`config.mk`:
```
export PLATFORM = sky130hd
export DESIGN_NAME = seven_segment_scan_driver_core
export DESIGN_NICKNAME = d
export VERILOG_FILES = /design/src/design/sssd_pkg.sv /design/src/design/sssd_front.sv /design/src/design/sssd_queue.sv /design/src/design/sssd_back.sv /design/src/design/seven_segment_scan_driver_core.sv
export SDC_FILE = /design/constraint.sdc
export NUM_CORES = 1
export LEC_CHECK = 0
export ABC_CLOCK_PERIOD_IN_PS = 5800
export BUFFER_PORTS_ARGS = -buffer_cell sky130_fd_sc_hd__buf_4
export CAP_MARGIN = 20
export CORE_ASPECT_RATIO = 0.75
export CORE_UTILIZATION = 45
export DETAILED_ROUTE_END_ITERATION = 10
export PLACE_DENSITY_LB_ADDON = 0.1
export SYNTH_ARGS = -nofsm -noshare
export SYNTH_HDL_FRONTEND = slang
export SYNTH_HIERARCHICAL = 1
export SYNTH_SLANG_ARGS = --single-unit
export TNS_END_PERCENT = 5
```
`constraint.sdc`:
```
create_clock -name clk_i -period 5.8 [get_ports clk_i]
set_input_delay 1.16 -clock clk_i [delete_from_list [all_inputs] [get_ports clk_i]]
set_output_delay 1.16 -clock clk_i [all_outputs]
set_load 0.005 [all_outputs]
```
`src/design/sssd_pkg.sv`:
```
// shared types, constants and segment lookup for the seven-segment scan driver
package sssd_pkg;

  localparam int POSITIONS = 4;
  localparam int MAX_LEVEL = 8;
  localparam int POS_W     = (POSITIONS > 2) ? 2 : 1;

  localparam int CHAR_W    = 7;
  localparam int SEG_W     = 7;
  localparam int LEVEL_W   = 4;
  localparam int PERIOD_W  = 16;
  localparam int CFG_IDX_W = 3;
  localparam int CFG_DAT_W = 16;

  // opcodes
  localparam logic [2:0] OP_TICK      = 3'd0;
  localparam logic [2:0] OP_WRITE     = 3'd1;
  localparam logic [2:0] OP_CLEAR     = 3'd2;
  localparam logic [2:0] OP_CLEAR_ALL = 3'd3;
  localparam logic [2:0] OP_SHIFT_L   = 3'd4;
  localparam logic [2:0] OP_SHIFT_R   = 3'd5;

  // register indexes
  localparam logic [CFG_IDX_W-1:0] CFG_LEVEL0  = 3'd0;
  localparam logic [CFG_IDX_W-1:0] CFG_LEVEL1  = 3'd1;
  localparam logic [CFG_IDX_W-1:0] CFG_LEVEL2  = 3'd2;
  localparam logic [CFG_IDX_W-1:0] CFG_LEVEL3  = 3'd3;
  localparam logic [CFG_IDX_W-1:0] CFG_BLINK_M = 3'd4;
  localparam logic [CFG_IDX_W-1:0] CFG_BLINK_P = 3'd5;
  localparam logic [CFG_IDX_W-1:0] CFG_ENABLE  = 3'd6;

  localparam logic [PERIOD_W-1:0] BLINK_PERIOD_RST = 16'd250;

  typedef struct packed {
    logic [2:0]        opcode;
    logic [1:0]        position;
    logic [CHAR_W-1:0] char_code;
  } in_item_t;

  typedef struct packed {
    logic [1:0]       digit_select;
    logic [SEG_W-1:0] segments;
    logic             last;
  } out_item_t;

  typedef enum logic [2:0] {
    CMD_NOP,
    CMD_TICK,
    CMD_WRITE,
    CMD_CLEAR,
    CMD_CLEAR_ALL,
    CMD_SHIFT_L,
    CMD_SHIFT_R
  } cmd_kind_e;

  typedef struct packed {
    cmd_kind_e         kind;
    logic [POS_W-1:0]  pos;
    logic [CHAR_W-1:0] char_code;
  } cmd_t;

  typedef struct packed {
    logic not_empty;
    logic full;
  } queue_status_t;

  // character code to segment pattern, unknown codes are blank
  function automatic logic [SEG_W-1:0] seg_lookup(input logic [CHAR_W-1:0] code);
    logic [SEG_W-1:0] seg;
    seg = '0;
    unique case (code)
      7'd48:  seg = 7'h7E;
      7'd49:  seg = 7'h30;
      7'd50:  seg = 7'h6D;
      7'd51:  seg = 7'h79;
      7'd52:  seg = 7'h33;
      7'd53:  seg = 7'h5B;
      7'd54:  seg = 7'h5F;
      7'd55:  seg = 7'h70;
      7'd56:  seg = 7'h7F;
      7'd57:  seg = 7'h7B;
      7'd65:  seg = 7'h77;
      7'd66:  seg = 7'h1F;
      7'd67:  seg = 7'h4E;
      7'd68:  seg = 7'h3D;
      7'd69:  seg = 7'h4F;
      7'd70:  seg = 7'h47;
      7'd71:  seg = 7'h5E;
      7'd72:  seg = 7'h37;
      7'd73:  seg = 7'h06;
      7'd74:  seg = 7'h3C;
      7'd76:  seg = 7'h0E;
      7'd78:  seg = 7'h15;
      7'd79:  seg = 7'h1D;
      7'd80:  seg = 7'h67;
      7'd81:  seg = 7'h73;
      7'd82:  seg = 7'h05;
      7'd83:  seg = 7'h5B;
      7'd84:  seg = 7'h0F;
      7'd85:  seg = 7'h3E;
      7'd97:  seg = 7'h77;
      7'd98:  seg = 7'h1F;
      7'd99:  seg = 7'h0D;
      7'd100: seg = 7'h3D;
      7'd101: seg = 7'h4F;
      7'd102: seg = 7'h47;
      7'd103: seg = 7'h5E;
      7'd104: seg = 7'h17;
      7'd105: seg = 7'h06;
      7'd106: seg = 7'h3C;
      7'd108: seg = 7'h0E;
      7'd110: seg = 7'h15;
      7'd111: seg = 7'h1D;
      7'd112: seg = 7'h67;
      7'd113: seg = 7'h73;
      7'd114: seg = 7'h05;
      7'd115: seg = 7'h5B;
      7'd116: seg = 7'h0F;
      7'd117: seg = 7'h1C;
      7'd121: seg = 7'h6E;
      default: seg = '0;
    endcase
    return seg;
  endfunction

endpackage

```
`src/design/sssd_front.sv`:
```
// front end: accepts input transactions and classifies them into commands
module sssd_front import sssd_pkg::*; (
  input  in_item_t      in_item_i,
  input  logic          in_valid_i,
  output logic          in_stall_o,
  input  queue_status_t q_status_i,
  output logic          push_o,
  output cmd_t          cmd_o
);

  logic pos_ok;

  assign pos_ok     = ({30'd0, in_item_i.position} < POSITIONS);
  assign in_stall_o = q_status_i.full;

  always_comb begin
    cmd_o.pos       = in_item_i.position[POS_W-1:0];
    cmd_o.char_code = in_item_i.char_code;
    cmd_o.kind      = CMD_NOP;
    unique case (in_item_i.opcode)
      OP_TICK:      cmd_o.kind = CMD_TICK;
      OP_WRITE:     cmd_o.kind = pos_ok ? CMD_WRITE : CMD_NOP;
      OP_CLEAR:     cmd_o.kind = pos_ok ? CMD_CLEAR : CMD_NOP;
      OP_CLEAR_ALL: cmd_o.kind = CMD_CLEAR_ALL;
      OP_SHIFT_L:   cmd_o.kind = CMD_SHIFT_L;
      OP_SHIFT_R:   cmd_o.kind = CMD_SHIFT_R;
      default:      cmd_o.kind = CMD_NOP;
    endcase
  end

  // commands that do nothing are dropped here
  assign push_o = in_valid_i && !q_status_i.full && (cmd_o.kind != CMD_NOP);

endmodule

```
`src/design/sssd_queue.sv`:
```
// two-entry command queue between front and back end
module sssd_queue import sssd_pkg::*; (
  input  logic          clk_i,
  input  logic          rst_ni,
  input  logic          push_i,
  input  cmd_t          cmd_i,
  input  logic          pop_i,
  output cmd_t          head_o,
  output queue_status_t status_o
);

  cmd_t       entry_q [2];
  logic       wr_ptr_q, wr_ptr_d;
  logic       rd_ptr_q, rd_ptr_d;
  logic [1:0] count_q, count_d;

  assign status_o.not_empty = (count_q != 2'd0);
  assign status_o.full      = (count_q == 2'd2);
  assign head_o             = entry_q[rd_ptr_q];

  always_comb begin
    wr_ptr_d = push_i ? ~wr_ptr_q : wr_ptr_q;
    rd_ptr_d = pop_i ? ~rd_ptr_q : rd_ptr_q;
    count_d  = count_q + {1'b0, push_i} - {1'b0, pop_i};
  end

  always_ff @(posedge clk_i or negedge rst_ni) begin
    if (!rst_ni) begin
      wr_ptr_q <= 1'b0;
      rd_ptr_q <= 1'b0;
      count_q  <= 2'd0;
    end else begin
      wr_ptr_q <= wr_ptr_d;
      rd_ptr_q <= rd_ptr_d;
      count_q  <= count_d;
    end
  end

  always_ff @(posedge clk_i) begin
    if (push_i) begin
      entry_q[wr_ptr_q] <= cmd_i;
    end
  end

endmodule

```
`src/design/sssd_back.sv`:
```
// back end: character buffer, scan, blink and brightness logic, output register
module sssd_back import sssd_pkg::*; (
  input  logic                 clk_i,
  input  logic                 rst_ni,
  input  logic                 cfg_we_i,
  input  logic [CFG_IDX_W-1:0] cfg_idx_i,
  input  logic [CFG_DAT_W-1:0] cfg_wdata_i,
  input  cmd_t                 head_i,
  input  queue_status_t        q_status_i,
  output logic                 pop_o,
  output logic                 out_valid_o,
  input  logic                 out_stall_i,
  output out_item_t            out_item_o
);

  logic [LEVEL_W-1:0]  level_q   [POSITIONS];
  logic [LEVEL_W-1:0]  level_d   [POSITIONS];
  logic [3:0]          mask_q, mask_d;
  logic [PERIOD_W-1:0] period_q, period_d;
  logic                enable_q, enable_d;

  logic [CHAR_W-1:0]   buf_q     [POSITIONS];
  logic [CHAR_W-1:0]   buf_d     [POSITIONS];
  logic [POS_W-1:0]    scan_q, scan_d;
  logic [PERIOD_W-1:0] bcnt_q    [POSITIONS];
  logic [PERIOD_W-1:0] bcnt_d    [POSITIONS];
  logic                phase_q   [POSITIONS];
  logic                phase_d   [POSITIONS];
  logic [LEVEL_W-1:0]  bright_q  [POSITIONS];
  logic [LEVEL_W-1:0]  bright_d  [POSITIONS];
  logic                half_q, half_d;

  logic                out_valid_q, out_valid_d;
  out_item_t           out_q, out_d;

  logic                can_load;
  logic [POS_W-1:0]    np;
  logic                blink_on;
  logic                bright_on;
  logic                new_phase;

  assign can_load    = !out_valid_q || !out_stall_i;
  assign out_valid_o = out_valid_q;
  assign out_item_o  = out_q;
  assign np          = (scan_q == POS_W'(POSITIONS - 1)) ? '0 : scan_q + 1'b1;

  always_comb begin
    level_d     = level_q;
    mask_d      = mask_q;
    period_d    = period_q;
    enable_d    = enable_q;
    buf_d       = buf_q;
    scan_d      = scan_q;
    bcnt_d      = bcnt_q;
    phase_d     = phase_q;
    bright_d    = bright_q;
    half_d      = half_q;
    pop_o       = 1'b0;
    out_valid_d = can_load ? 1'b0 : out_valid_q;
    out_d       = out_q;
    blink_on    = 1'b1;
    bright_on   = 1'b1;
    new_phase   = phase_q[np];

    if (q_status_i.not_empty) begin
      unique case (head_i.kind)
        CMD_TICK: begin
          if (!enable_q) begin
            pop_o = 1'b1;
          end else if (can_load && !half_q) begin
            // blank the digit being left
            out_valid_d        = 1'b1;
            out_d.digit_select = 2'(scan_q);
            out_d.segments     = '0;
            out_d.last         = 1'b0;
            half_d             = 1'b1;
          end else if (can_load) begin
            if (mask_q[np]) begin
              if (bcnt_q[np] < period_q) begin
                bcnt_d[np] = bcnt_q[np] + 1'b1;
              end else begin
                bcnt_d[np] = '0;
                new_phase  = ~phase_q[np];
              end
              phase_d[np] = new_phase;
              blink_on    = !new_phase;
            end
            // brightness counter only runs on shows that blink let through
            if (blink_on && (level_q[np] < LEVEL_W'(MAX_LEVEL))) begin
              if (bright_q[np] == level_q[np]) begin
                bright_d[np] = '0;
                bright_on    = 1'b0;
              end else begin
                bright_d[np] = bright_q[np] + 1'b1;
              end
            end
            scan_d             = np;
            out_valid_d        = 1'b1;
            out_d.digit_select = 2'(np);
            out_d.segments     = (blink_on && bright_on) ? seg_lookup(buf_q[np]) : '0;
            out_d.last         = 1'b1;
            half_d             = 1'b0;
            pop_o              = 1'b1;
          end
        end
        CMD_WRITE: begin
          buf_d[head_i.pos] = head_i.char_code;
          pop_o             = 1'b1;
        end
        CMD_CLEAR: begin
          buf_d[head_i.pos] = '0;
          pop_o             = 1'b1;
        end
        CMD_CLEAR_ALL: begin
          for (int i = 0; i < POSITIONS; i++) begin
            buf_d[i] = '0;
          end
          pop_o = 1'b1;
        end
        CMD_SHIFT_L: begin
          for (int i = 0; i < POSITIONS - 1; i++) begin
            buf_d[i] = buf_q[i+1];
          end
          buf_d[POSITIONS-1] = head_i.char_code;
          pop_o              = 1'b1;
        end
        CMD_SHIFT_R: begin
          for (int i = 1; i < POSITIONS; i++) begin
            buf_d[i] = buf_q[i-1];
          end
          buf_d[0] = head_i.char_code;
          pop_o    = 1'b1;
        end
        default: begin
          pop_o = 1'b1;
        end
      endcase
    end

    if (cfg_we_i) begin
      unique case (cfg_idx_i)
        CFG_LEVEL0, CFG_LEVEL1, CFG_LEVEL2, CFG_LEVEL3: begin
          for (int i = 0; i < POSITIONS; i++) begin
            if (cfg_idx_i == CFG_IDX_W'(i)) begin
              level_d[i]  = cfg_wdata_i[LEVEL_W-1:0];
              bright_d[i] = '0;
            end
          end
        end
        CFG_BLINK_M: begin
          mask_d = cfg_wdata_i[3:0];
          for (int i = 0; i < POSITIONS; i++) begin
            bcnt_d[i]  = '0;
            phase_d[i] = 1'b0;
          end
        end
        CFG_BLINK_P: period_d = cfg_wdata_i[PERIOD_W-1:0];
        CFG_ENABLE:  enable_d = cfg_wdata_i[0];
        default: ;
      endcase
    end
  end

  always_ff @(posedge clk_i or negedge rst_ni) begin
    if (!rst_ni) begin
      for (int i = 0; i < POSITIONS; i++) begin
        level_q[i]  <= LEVEL_W'(MAX_LEVEL);
        buf_q[i]    <= '0;
        bcnt_q[i]   <= '0;
        phase_q[i]  <= 1'b0;
        bright_q[i] <= '0;
      end
      mask_q      <= '0;
      period_q    <= BLINK_PERIOD_RST;
      enable_q    <= 1'b1;
      scan_q      <= '0;
      half_q      <= 1'b0;
      out_valid_q <= 1'b0;
    end else begin
      level_q     <= level_d;
      buf_q       <= buf_d;
      bcnt_q      <= bcnt_d;
      phase_q     <= phase_d;
      bright_q    <= bright_d;
      mask_q      <= mask_d;
      period_q    <= period_d;
      enable_q    <= enable_d;
      scan_q      <= scan_d;
      half_q      <= half_d;
      out_valid_q <= out_valid_d;
    end
  end

  always_ff @(posedge clk_i) begin
    out_q <= out_d;
  end

endmodule

```
`src/design/seven_segment_scan_driver_core.sv`:
```
// top level of the multiplexed seven-segment scan driver
// A four-character buffer drives a multiplexed seven-segment display. Input
// transactions carry an opcode: tick, write char, clear position, clear all,
// shift left or shift right (unused opcodes are dropped). A tick with the
// display enabled gives two result transactions: the first blanks the digit
// that was selected (last low), the second moves the scan to the next digit
// and shows its character through the segment table (last high), unless blink
// or brightness blanks it. Buffer commands give no result; a tick gives its two
// results one after the other through a single output register and stays at the
// queue head until both are loaded, holding back later commands. A two-entry
// command queue sits between the front end and the back end; input is taken
// whenever that queue has room, also while a result waits on a stalled output.
// The user must write registers through cfg_we_i / cfg_idx_i / cfg_wdata_i
// only while the block is idle; the block does not enforce it: 0..3 brightness
// levels (writing clears that digit's brightness counter), 4 blink mask (clears
// all blink counters and phases), 5 blink period, 6 display enable.
module seven_segment_scan_driver_core import sssd_pkg::*; (
  input  logic                 clk_i,
  input  logic                 rst_ni,
  // input channel
  input  logic                 in_valid_i,
  output logic                 in_stall_o,
  input  in_item_t             in_item_i,
  // result channel
  output logic                 out_valid_o,
  input  logic                 out_stall_i,
  output out_item_t            out_item_o,
  // configuration write port
  input  logic                 cfg_we_i,
  input  logic [CFG_IDX_W-1:0] cfg_idx_i,
  input  logic [CFG_DAT_W-1:0] cfg_wdata_i
);

  logic          push;
  logic          pop;
  cmd_t          cmd_in;
  cmd_t          cmd_head;
  queue_status_t q_status;

  // classify incoming transactions
  sssd_front u_front (
    .in_item_i  (in_item_i),
    .in_valid_i (in_valid_i),
    .in_stall_o (in_stall_o),
    .q_status_i (q_status),
    .push_o     (push),
    .cmd_o      (cmd_in)
  );

  // decouples acceptance from execution
  sssd_queue u_queue (
    .clk_i    (clk_i),
    .rst_ni   (rst_ni),
    .push_i   (push),
    .cmd_i    (cmd_in),
    .pop_i    (pop),
    .head_o   (cmd_head),
    .status_o (q_status)
  );

  // buffer, scan and dimming state plus the result register
  sssd_back u_back (
    .clk_i       (clk_i),
    .rst_ni      (rst_ni),
    .cfg_we_i    (cfg_we_i),
    .cfg_idx_i   (cfg_idx_i),
    .cfg_wdata_i (cfg_wdata_i),
    .head_i      (cmd_head),
    .q_status_i  (q_status),
    .pop_o       (pop),
    .out_valid_o (out_valid_o),
    .out_stall_i (out_stall_i),
    .out_item_o  (out_item_o)
  );

`ifndef SYNTHESIS
  // the first result of a tick always blanks
  assert property (@(posedge clk_i) disable iff (!rst_ni)
    (out_valid_o && !out_item_o.last) |-> (out_item_o.segments == '0))
    else $error("first result of a tick is not blank");

  // the scan never selects a digit outside the display
  assert property (@(posedge clk_i) disable iff (!rst_ni)
    out_valid_o |-> ({30'd0, out_item_o.digit_select} < POSITIONS))
    else $error("digit select out of range");

  // nothing is taken from an empty queue
  assert property (@(posedge clk_i) disable iff (!rst_ni)
    pop |-> q_status.not_empty)
    else $error("command queue underflow");
`endif

endmodule

```
# Word level (Yosys, flattened, before mapping)

Memory sizes are Yosys's and may differ from the RTL's.
Cells that the tools add are included.

Divide/modulo/power cells: 0
Mux-type cells: 100
Add/subtract/negate cells: 5
Eq/ne operators: 20
Bitwise logic cells: 12
Shift-type cells: 0
Multiply operators: 0
$lt $le $gt $ge: 7
Reductions and logical operators: 30

Operators by type and width:

| cell                                           | count |
|---|---|
| two-way mux 64 bit                             | 9 |
| two-way mux 16 bit                             | 12 |
| one-hot mux 28 bit (5 select lines)            | 1 |
| two-way mux 4 bit                              | 17 |
| bitwise AND 64 bit                             | 1 |
| bitwise mux 64 bit                             | 1 |
| NOT 64 bit                                     | 1 |
| two-way mux 1 bit                              | 39 |
| binary-select mux 16 bit (select 2 bit)        | 1 |
| demux 16 bit (select 2 bit)                    | 1 |
| bitwise AND 28 bit                             | 1 |
| bitwise mux 28 bit                             | 1 |
| two-way mux 7 bit                              | 4 |
| NOT 28 bit                                     | 1 |
| == test 3 bit (second input constant)          | 8 |
| two-way mux 10 bit                             | 2 |
| == test 3 x 2 -> 1 bit (second input constant) | 6 |
| one-hot mux 3 bit (6 select lines)             | 1 |
| adder 16 x 1 -> 16 bit (second input constant) | 1 |
| bitwise AND 16 bit                             | 1 |
| binary-select mux 4 bit (select 2 bit)         | 2 |
| bitwise mux 16 bit                             | 1 |
| < comparator 16 bit                            | 1 |
| NOT 16 bit                                     | 1 |
| other kinds (32)                               | 60 |

Bits in registers: 167
Memories kept: 2
Latch bits: 0
Bits in read-only memories: 896
Input bits: 36
RAM bits: 24

Memory list:

| name            | words | bits a word | rd ports | clocked after memory_dff | write ports | RTL line         | text |
|---|---|---|---|---|---|---|---|
| (no name shown) | 128   | 7           | 1        | 0                        | 0           | sssd_pkg.sv:71   | `unique case (code)` |
| u_queue.entry_q | 2     | 12          | 1        | 0                        | 1           | sssd_queue.sv:12 | `cmd_t entry_q [2];` |

# Logic depth before layout (Yosys ltp)

Word-level depth: 32
Gate-level depth with buffers: 17
Mapped depth without buffers: 13

# Modules after synthesis

Netlist, hierarchy kept.

Modules (own cells, without submodules):

| module     | cells each | times used | area each (um2) | seq. area each (um2) |
|---|---|---|---|---|
| sssd_back  | 934        | 1          | 9,560.4         | 4,142.7 |
| sssd_queue | 52         | 1          | 1,099.8         | 820.8 |
| sssd_front | 17         | 1          | 121.4           | 0.0 |

# Worst setup path after synthesis

Ideal clock, no wire load.

Kind: reg2reg
Start point: reg u_back.scan_q[0]
End point: reg u_back.out_q (netlist bit u_back/out_item_o[6]) (data pin)
Setup slack: 1.782 ns
Required time: 5.650 ns
Arrival time: 3.868 ns
Cell stages (with the launch flop): 17
Library setup time: 0.150 ns
Path through: dfrtp_1 > buf_6 > inv_1 > ha_1 > buf_6 > buf_4 > buf_6 > mux4_2 > ha_1 > nand4_1 > a311oi_2 > a211oi_4 > and3_1 > clkbuf_1 > a211oi_1 > o221ai_4 > nor3_2

Longest elaborated chain between the ends: 31

RTL lines:

| element                                                                                                  | RTL line                                          | text |
|---|---|---|
| start, declared                                                                                          | sssd_back.sv:24                                   | `logic [POS_W-1:0] scan_q, scan_d;` |
| start signal, assigned                                                                                   | sssd_back.sv:188                                  | `scan_q <= scan_d;` |
| adder 2 x 1 -> 2 bit / == test 2 bit (equally long branches)                                             | sssd_back.sv:45                                   | `assign np = (scan_q == POS_W'(POSITIONS - 1)) ? '0 : scan_q + 1'b1;` |
| two-way mux 2 bit (*)                                                                                    | sssd_back.sv:45                                   |  |
| via u_back.np[1]                                                                                         | sssd_back.sv:37                                   | `logic [POS_W-1:0] np;` |
| NOT 2 -> 3 bit (not written as such)                                                                     | n/a                                               |  |
| binary-select mux 16 bit (select 2 bit) / binary-select mux 1 bit (select 2 bit) (equally long branches) | sssd_back.sv:79, sssd_back.sv:63, sssd_back.sv:83 |  |
| two-way mux 16 bit (not written as such) / two-way mux 1 bit (equally long branches) (2 in a row)        | sssd_back.sv:79, sssd_back.sv:63, sssd_back.sv:83 |  |
| < comparator 16 bit / NOT 1 bit (equally long branches)                                                  | sssd_back.sv:79, sssd_back.sv:83                  |  |
| two-way mux 1 bit                                                                                        | sssd_back.sv:79                                   | `if (bcnt_q[np] < period_q) begin` |
| (+15 left out)                                                                                           | n/a                                               |  |
| two-way mux 1 bit                                                                                        | sssd_back.sv:77                                   | `end else if (can_load) begin` |
| two-way mux 1 bit                                                                                        | sssd_back.sv:70                                   | `end else if (can_load && !half_q) begin` |
| two-way mux 1 bit                                                                                        | sssd_back.sv:68                                   | `if (!enable_q) begin` |
| two-way mux 1 bit                                                                                        | sssd_back.sv:66                                   | `unique case (head_i.kind)` |
| two-way mux 1 bit                                                                                        | sssd_back.sv:65                                   | `if (q_status_i.not_empty) begin` |
| logical AND 1 bit                                                                                        | sssd_back.sv:100                                  | `out_d.segments = (blink_on && bright_on) ? seg_lookup(buf_q[np]) : '0;` |
| two-way mux 7 bit (*)                                                                                    | sssd_back.sv:100                                  |  |
| two-way mux 10 bit (*)                                                                                   | sssd_back.sv:77                                   |  |
| end signal, assigned                                                                                     | sssd_back.sv:195                                  | `out_q <= out_d;` |
| end, declared                                                                                            | sssd_back.sv:34                                   | `out_item_t out_q, out_d;` |

The timed path passes the listed nets; every way through them passes the cells marked *. The select of a mux whose other input is x is not followed.
A chain may end at the register's enable or synchronous reset.

# Worst setup path after layout

Ends and elaborated chain as after synthesis.

==> results.yml <==
outcome:
  outcome: "complete, no violations"
power:
  p_leak_nw: 4.89
  power_density_nw_per_um2: 454
  irDropWorstVdd_mv: 0.216
worst_setup_path:
  worstPathMaxFanout: 21
  cpLargestDelayFamily: "compound AO/OA/AOI/OAI gates"
  required_ps: 6080
  cpPeakStageDelay_ps: 760
  crit_end: "u_back/out_item_o[6]"
  crit_start: "u_back/scan_q[0]"
  timing.critical_path.to_type: "flop"
  setup.worst_path.class: "flop to flop"
  rr_worst_depth: 11
  crit_cells: 11
  cp.arrival_ps: 5250
  cp_num_buf_inv: 1
  slowest_stage: "dfrtp_2"
  r2r_start: "u_back/scan_q[0]"
  start_kind: "flop"
  reg2reg_to: "u_back/out_item_o[6]"
  r2r_slack_ps: 830
  path_cells: "inv_1 > ha_2 > mux4_2 > ha_1 > a21oi_1 > a21boi_0 > a211oi_4 > nand3_2 > a311oi_2 > o221ai_4 > nor3_2"
cts:
  cts_hold_buf: 0
  cts-root-buf: "clkbuf_16"
  cts.reportedPaths.clkPinSlew_ps: 70
  ctsResizeCount: 0
  clock-sinks: 191
  htree_levels: 4
  ctsLongestPathBuffers: 2
  clock_latency_ps: 440
  cts_tree: "yes"
  numCtsBuffers: 17
  postCtsSetupRepairBufs: 0
timing:
  timing.hold.ws_ps: 492
  tns_ps: 0
  rsz0062_at_grt: "false"
  hold_viol_final: 0
  fin_crit_ps: 4970
  worstMarginPinSlew_ps: 1150
  drv_slew: 0
  maxSlewHeadroom_pct: 22.7
  clock_skew_ps: 10.4
  period_share_pct: 85.6
  max_freq_mhz: 201
  setup_violations: 0
floorplanning:
  dieArea_sq_um: 24600
  ios: 48
  initial_core_util_pct: 46.4
  die_w_um: 181
  core_sq_um: 23200
  rows: 48
  die_h_um: 136
synth:
  synth_top_area_share_pct: 33.9
  async_reset_ff_share_pct: 82.2
  syn-num-nets: 1068
  avgSynthCellArea_sq_um: 10.7
  synthCells: 1003
  synth_area_sq_um: 10800
  ys_seq_area_share_pct: 46.0
  yosys-top-cells-area: "dfrtp_1, edfxtp_1, mux4_2"
  synthDistinctLibCells: 76
  ys_seq_elements: 191
  synth_edf_count: 34
  yosys.area.top_type: "dfrtp_1"
  yosys_warnings: 6
  synth_flop_cell: "dfrtp_1"
detailed_routing:
  dr.pass1.iters: 6
  drtAntennaViolNets: 0
  remaining_drc_errors: 0
  via_count: 7842
  routed_wl_um: 26900
  wire_per_inst_um: 20.2
  via_per_inst: 5.90
  drt-initial-drc-count: 826
hold_path:
  hold_path_class: "flop to flop"
global_routing:
  track_usage_pct: 22.9
  antenna_found_initial: 0
  overflow: 0
  first_global_vias: 7581
  grt_max_degree: 66
  grt_pass1_wl_um: 43400
job:
  maxCapViolations: 0
cells_and_area:
  ff_latch_area_sq_um: 4960
  final_layout_size_suffix_gt1_share_pct: 20.8
  multiInputGateArea_sq_um: 5330
  fin_nets: 1081
  diodes: 0
  area_growth_pct: 8.98
  n_fill_cell: 2125
placement:
  port-buffer-count: 47
  place.gp.congestion: 0.851
  dp_hpwl_um: 18500
## layout make-up
cell class,count,share of cell area (%)
Timing Repair Buffer,58,3.77
Clock inverter,13,0.905
Inverter,26,0.831
Multi-Input combinational cell,722,45.4
Clock buffer,19,3.68
Tap cell,300,3.19
Sequential cell,191,42.3
## metal layers
| metal | vias to the layer above | share of wire [%] | track usage, % |
|---|---|---|---|
| met4 | 0 | 0.69 | 4.89 |
| met5 | - | 0 | 0 |
| met3 | 15 | 5.4 | 4.47 |
| li1 | 3704 | - | - |
| met2 | 230 | 43 | 33.3 |
| met1 | 3893 | 51 | 35.1 |
## placed cells by master (no fill, tap or decap), drive strengths merged, types with 12 or more instances in the layout
cell    netlist  routed
a21oi        58      58
a222oi       14      14
a22o         14      14
and3         12      12
buf          42      58
clkbuf       22      19
dfrtp       146     146
edfxtp       34      34
ha           29      29
inv          26      33
mux2         52      52
mux2i        29      29
mux4         29      29
nand2       141     141
nand3        69      69
nor2         45      45
nor3         12      12
o21ai        70      70
xnor2        14      14
xor2         13      13
## worst register-to-register path, stage by stage, from the launching register on
cell and delay (ps):
dfrtp_2 760, inv_1 260, ha_2 740, mux4_2 640
ha_1 340, a21oi_1 130, a21boi_0 160, a211oi_4 410
nand3_2 480, a311oi_2 440, o221ai_4 230, nor3_2 220
## Yosys cell counts (14+ instances only)
cell type / number
a21oi_1: 58
a222oi_1: 14
a22o_1: 14
buf_4: 17
clkbuf_1: 19
dfrtp_1: 146
edfxtp_1: 34
ha_1: 29
inv_1: 24
mux2_2: 42
mux2i_1: 28
mux4_2: 29
nand2_1: 137
nand3_1: 67
nor2_1: 41
o21ai_0: 49
o21ai_1: 19
## stage by stage
stage          instances  total power [mW]  util (%)  cell area [sq um]  worst slack, ps
2_1_floorplan       1003              3.69         -              10800             1780
3_3_place_gp        1295              4.22      48.2              11200             1010
3_5_place_dp        1296              4.24      48.2              11200              848
4_1_cts             1328              5.36      50.5              11700              829
5_1_grt             1329              5.67      50.6              11800              501
6_report            1329              5.34      50.6              11800              834
## where the power goes
part           switching (mW)  leakage, nW  internal (mW)
clock                   0.547        0.262          0.561
combinational            1.48         2.24          0.929
sequential              0.206         2.39           1.62
## logic make-up (layout without fill, tap and decap cells)
kind of cell | Yosys count | in the layout | synth area share (%)
AO/OA/AOI/OAI | 222 | 222 | 14.0
AND/OR/NAND/NOR | 333 | 333 | 14.9
XOR/XNOR | 28 | 28 | 2.48
adder cells (fa/ha/maj) | 29 | 29 | 3.37
buffers and inverters | 90 | 116 | 4.64
multiplexers | 110 | 110 | 14.6
flip-flops | 191 | 191 | 46.0
## worst min path at each step
stage	startpoint	to	slack (ps)	cells after the start
2_1_floorplan	u_queue/wr_ptr_q	u_queue/wr_ptr_q	460	1
3_3_place_gp	u_queue/wr_ptr_q	u_queue/wr_ptr_q	470	1
3_5_place_dp	u_back/bcnt_q[8]	u_back/bcnt_q[8]	480	2
4_1_cts	u_queue/wr_ptr_q	u_queue/wr_ptr_q	500	1
5_1_grt	u_queue/wr_ptr_q	u_queue/wr_ptr_q	520	1
6_report	u_queue/wr_ptr_q	u_queue/wr_ptr_q	490	1
Power figures use the tool's default switching activity.
